$ cat src/amo_pkg.sv
// Shared types and constants for the atomic memory op unit.
// No dependencies; every other file uses it through scoped names.
`timescale 1ns / 1ps

package amo_pkg;

  localparam int MEM_WORDS = 1024;
  localparam int MEM_AW    = $clog2(MEM_WORDS);

  // request kinds
  localparam logic [3:0] OP_LR    = 4'd0;
  localparam logic [3:0] OP_SC    = 4'd1;
  localparam logic [3:0] OP_SWAP  = 4'd2;
  localparam logic [3:0] OP_ADD   = 4'd3;
  localparam logic [3:0] OP_AND   = 4'd4;
  localparam logic [3:0] OP_OR    = 4'd5;
  localparam logic [3:0] OP_XOR   = 4'd6;
  localparam logic [3:0] OP_MAX   = 4'd7;
  localparam logic [3:0] OP_MIN   = 4'd8;
  localparam logic [3:0] OP_MAXU  = 4'd9;
  localparam logic [3:0] OP_MINU  = 4'd10;
  localparam logic [3:0] OP_LOAD  = 4'd11;
  localparam logic [3:0] OP_STORE = 4'd12;

  typedef struct packed {
    logic [3:0]  req_type;
    logic [9:0]  word_addr;
    logic [31:0] operand;
  } amo_req_t;

  typedef struct packed {
    logic [31:0] rd_value;
    logic        mem_written;
  } amo_rsp_t;

  // controller -> datapath commands
  typedef struct packed {
    logic              take;       // capture request, start memory read
    logic              commit;     // compute, write back, load result
    logic              clear;      // write zero during the clearing pass
    logic [MEM_AW-1:0] clear_addr;
  } amo_cmd_t;

endpackage

$ cat src/amo_ctrl.sv
// Controller for the atomic memory op unit: clearing pass, request
// sequencing and result valid. Depends on amo_pkg.
`timescale 1ns / 1ps

module amo_ctrl (
  input  logic              clk,
  input  logic              rst,
  input  logic              req_valid,
  output logic              req_stall,
  output logic              rsp_valid,
  input  logic              rsp_stall,
  output amo_pkg::amo_cmd_t cmd
);

  typedef enum logic [1:0] {
    ST_CLEAR,
    ST_IDLE,
    ST_EXEC
  } state_t;

  state_t                     state;
  logic [amo_pkg::MEM_AW-1:0] clr_cnt;
  logic                       out_busy;

  assign out_busy  = rsp_valid && rsp_stall;
  assign req_stall = (state != ST_IDLE);

  always_comb begin
    cmd.take       = (state == ST_IDLE) && req_valid;
    cmd.commit     = (state == ST_EXEC) && !out_busy;
    cmd.clear      = (state == ST_CLEAR);
    cmd.clear_addr = clr_cnt;
  end

  always_ff @(posedge clk) begin
    if (rst) begin
      state     <= ST_CLEAR;
      clr_cnt   <= '0;
      rsp_valid <= 1'b0;
    end else begin
      if (cmd.commit) begin
        rsp_valid <= 1'b1;
      end else if (rsp_valid && !rsp_stall) begin
        rsp_valid <= 1'b0;
      end
      unique case (state)
        ST_CLEAR: begin
          clr_cnt <= clr_cnt + 1'b1;
          if (clr_cnt == amo_pkg::MEM_AW'(amo_pkg::MEM_WORDS - 1)) begin
            state <= ST_IDLE;
          end
        end
        ST_IDLE: begin
          if (req_valid) begin
            state <= ST_EXEC;
          end
        end
        ST_EXEC: begin
          if (!out_busy) begin
            state <= ST_IDLE;
          end
        end
        default: begin
          state <= ST_CLEAR;
        end
      endcase
    end
  end

endmodule

$ cat config.mk
export PLATFORM = sky130hd
export DESIGN_NAME = amo_ctrl
export DESIGN_NICKNAME = d
export VERILOG_FILES = /design/src/amo_pkg.sv /design/src/amo_ctrl.sv
export SDC_FILE = /design/constraint.sdc
export NUM_CORES = 1
export LEC_CHECK = 0
export ABC_CLOCK_PERIOD_IN_PS = 2200
export BUFFER_PORTS_ARGS = -buffer_cell sky130_fd_sc_hd__buf_2
export CORE_UTILIZATION = 30
export DETAILED_ROUTE_END_ITERATION = 6
export SLEW_MARGIN = 10
export SYNTH_ARGS = -nofsm -noshare
export SYNTH_HDL_FRONTEND = slang
export SYNTH_SLANG_ARGS = --single-unit
$ cat constraint.sdc
create_clock -name clk -period 2.2 [get_ports clk]
set_clock_uncertainty 0.1 [all_clocks]
set_input_delay 0 -clock clk [delete_from_list [all_inputs] [get_ports clk]]
set_output_delay 0 -clock clk [all_outputs]
set_load 0.01 [all_outputs]
==> impl_metrics.py <==
metrics = {
    "synth": {
        "ys_warn_count": 0,
        "synth_area_leaders": "dfxtp_1 (44%), a21oi_1 (10%), o31ai_1 (5.1%)",
        "syn_area_um2": 588.1,
        "synth_area_leader_cell": "dfxtp_1",
        "synth_area_per_cell_um2": 8.401,
        "synthesis.nets": 75,
        "synth_top_area_share": 0.4426,
        "syn-instance-count": 70,
        "yosys_register_bits": 13,
        "synthDistinctLibCells": 23,
        "synth_edf_count": 0,
        "synthFlopType": "dfxtp_1",
        "synth-async-reset-ratio": 0,
        "yosysMostFrequentCell": "dfxtp_1",
        "netlist_top_cells_count": "dfxtp_1 (13), a21oi_1 (12), nor2_1 (6)",
        "ys_seq_area_frac": 0.4426,
    },
    "die": {
        "fp.dieW_um": 46.28,
        "fp.coreArea_mm2": 0.001783,
        "initial_core_util": 0.3298,
        "rows": 15,
        "dieArea_mm2": 0.002141,
        "die_y_um": 46.28,
        "io_pins": 19,
    },
    "worst_setup_path": {
        "path_cells": "ha_1 -> or3b_1 -> or4_1 -> a21oi_1",
        "r2r_setup_slack_ns": 0.35,
        "r2r_cells": 4,
        "path_max_fanout": 7,
        "r2r_start": "clr_cnt[0]$_SDFFE_PP0P_",
        "required_ns": 2.31,
        "cp.depth": 4,
        "crit_arrival_ns": 1.96,
        "crit_slowest_cell": "or4_1",
        "worstSetupEndpointType": "register",
        "max_stage_delay_ns": 0.49,
        "startpoint": "clr_cnt[0]$_SDFFE_PP0P_",
        "crit_buf_inv": 0,
        "reg2reg_to": "clr_cnt[8]$_SDFFE_PP0P_",
        "endpoint": "clr_cnt[8]$_SDFFE_PP0P_",
        "critPathTopFamily": "simple AND/OR/NAND/NOR gates",
        "path_class": "register to register",
        "startpoint_type": "register",
    },
    "global_route": {
        "grt_pass1_wl_um": 2256,
        "grt_overflow": 0,
        "globalRouteTotalUtil": 0.1524,
        "first_global_vias": 540,
        "antenna_found_initial": 0,
        "grt_max_degree": 14,
    },
    "drt": {
        "via_per_inst": 5.102,
        "drcViolationCount": 0,
        "drt-pass1-iter-count": 4,
        "drt_wl_total_um": 1399,
        "drt_iter0_markers": 5,
        "wl_per_cell_um": 11.86,
        "vias": 602,
        "ant_nets": 0,
    },
    "cells_and_area": {
        "diodes": 0,
        "nNetsFinal": 99,
        "drive_gt1_frac": 0.2366,
        "area_delta_synth_final_pct": 29.79,
    },
    "cts": {
        "cts_hold_buf": 4,
        "insertion_delay_ns": 0.28,
        "cts_buffer_depth": 2,
        "clk_pin_slew_worst_paths_ns": 0.08,
        "cts_sinks": 13,
        "cts-resized-gates": 0,
        "tritoncts": "yes",
        "post_cts_buffers": 0,
        "root_buffer": "clkbuf_4",
        "htree_levels": 1,
        "cts_buffers": 3,
    },
    "power_and_ir_drop": {
        "p_per_area_mw_per_mm2": 561.0,
        "max-vdd-ir-drop_v": 0.0002134,
        "leakage_nw": 0.2939,
        "design_power_total_w": 0.0004282,
    },
    "place": {
        "hpwl_um": 953.7,
        "port_buffers": 18,
        "routabilityCongestion": 0.7126,
    },
    "sta": {
        "fin_crit_sh": 0.8415,
        "hold_viol": 0,
        "tightestPinTransition_ns": 0.3989,
        "finalSetupViolCount": 0,
        "slew_viol_final": 0,
        "fmax_mhz": 540.2,
        "relSlewSlack": 0.7333,
        "rsz0062_at_grt": "no",
        "fin_setup_tns_ns": 0,
        "layout_min_cycle_time_ns": 1.851,
    },
    "run": {
        "maxCapViolCount": 0,
    },
    "hold_path": {
        "hp-class": "register to register",
    },
    "run_status": {
        "outcome": "finished, final reports clean",
    },
}
logic make-up (layout without fill, tap and decap cells):
kind of cell / after synthesis / after routing / share of synthesized area
AND/OR/NAND/NOR: 26 / 26 / 0.2468
buffers and inverters: 6 / 29 / 0.04040
XOR/XNOR: 2 / 2 / 0.02979
AO/OA/AOI/OAI: 22 / 22 / 0.2192
adder cells (fa/ha/maj): 1 / 1 / 0.02127
flip-flops: 13 / 13 / 0.4426
state kept, by name (all words and copies together), names as in the netlist:
name	cells
state	2
rsp_valid	1
clr_cnt	10
cell usage in the layout, fill, tap and decap left out, drive strengths merged:
cell type    Yosys  layout
a21oi           12      12
buf              1      18
clkbuf           2       4
dfxtp           13      13
dlygate4sd3      0       4
ha               1       1
inv              3       3
nand2            5       5
nand2b           1       1
nand3            2       2
nand4            1       1
nand4bb          1       1
nor2             6       6
nor3             1       1
o21ai            4       4
o21ba            1       1
o31a             1       1
o31ai            4       4
or2b             1       1
or3              3       3
or3b             1       1
or4              4       4
xnor2            2       2
layer usage:
metal	wire, um	vias to the layer above	part of all wire	track usage
li1	-	300	-	-
met1	639	279	0.46	0.1741
met2	692	19	0.49	0.2563
met3	37	4	0.026	0.02353
met4	29	0	0.021	0.1059
met5	0	-	0	0
where the power goes:
| group | total (W) | leakage [nW] | switching (W) | internal [W] |
|---|---|---|---|---|
| clock network | 0.000150 | 0.0150 | 0.0000800 | 0.0000703 |
| logic | 0.0000330 | 0.174 | 0.0000176 | 0.0000154 |
| registers | 0.000245 | 0.105 | 0.00000484 | 0.000240 |
| total | 0.000428 | 0.294 | 0.000102 | 0.000326 |
stage by stage:
step	utilization	worst slack, ns	instance area, um^2	hold WS [ns]	instances
2_1_floorplan	-	0.3868	588.1	-0.03093	70
5_1_grt	0.4281	0.2586	763.2	0.4314	118
4_1_cts	0.4281	0.3499	763.2	0.4015	118
6_report	0.4281	0.3487	763.2	0.4028	118
3_3_place_gp	0.3909	0.4358	696.9	0.1809	110
3_5_place_dp	0.3909	0.3936	696.9	0.1909	110
final cells by class:
cell class | count | area (um^2)
flip-flops and latches | 13 | 260.3
fillers | 201 | 1020
clock buffers | 4 | 26.28
well taps | 25 | 31.28
repair buffers | 22 | 130.1
inverters | 3 | 11.26
multi-input cells | 51 | 304.0
worst min path at each step:
stage / start / end / slack, ns / cells after the start
detailed placement: rsp_stall / cmd[11] / 0.19 / 3
finish: clr_cnt[9]$_SDFFE_PP0P_ / clr_cnt[9]$_SDFFE_PP0P_ / 0.40 / 2
global placement: rsp_stall / cmd[11] / 0.18 / 3
global route: clr_cnt[9]$_SDFFE_PP0P_ / clr_cnt[9]$_SDFFE_PP0P_ / 0.43 / 2
floorplan: rst / clr_cnt[8]$_SDFFE_PP0P_ / -0.03 / 1
CTS: clr_cnt[9]$_SDFFE_PP0P_ / clr_cnt[9]$_SDFFE_PP0P_ / 0.40 / 2
worst reg2reg max path, cell delays in order (launching register included):
cell,delay [ns]
dfxtp_1,0.40
ha_1,0.19
or3b_1,0.45
or4_1,0.49
a21oi_1,0.15
No activity file was read; power rests on OpenSTA's default activity.
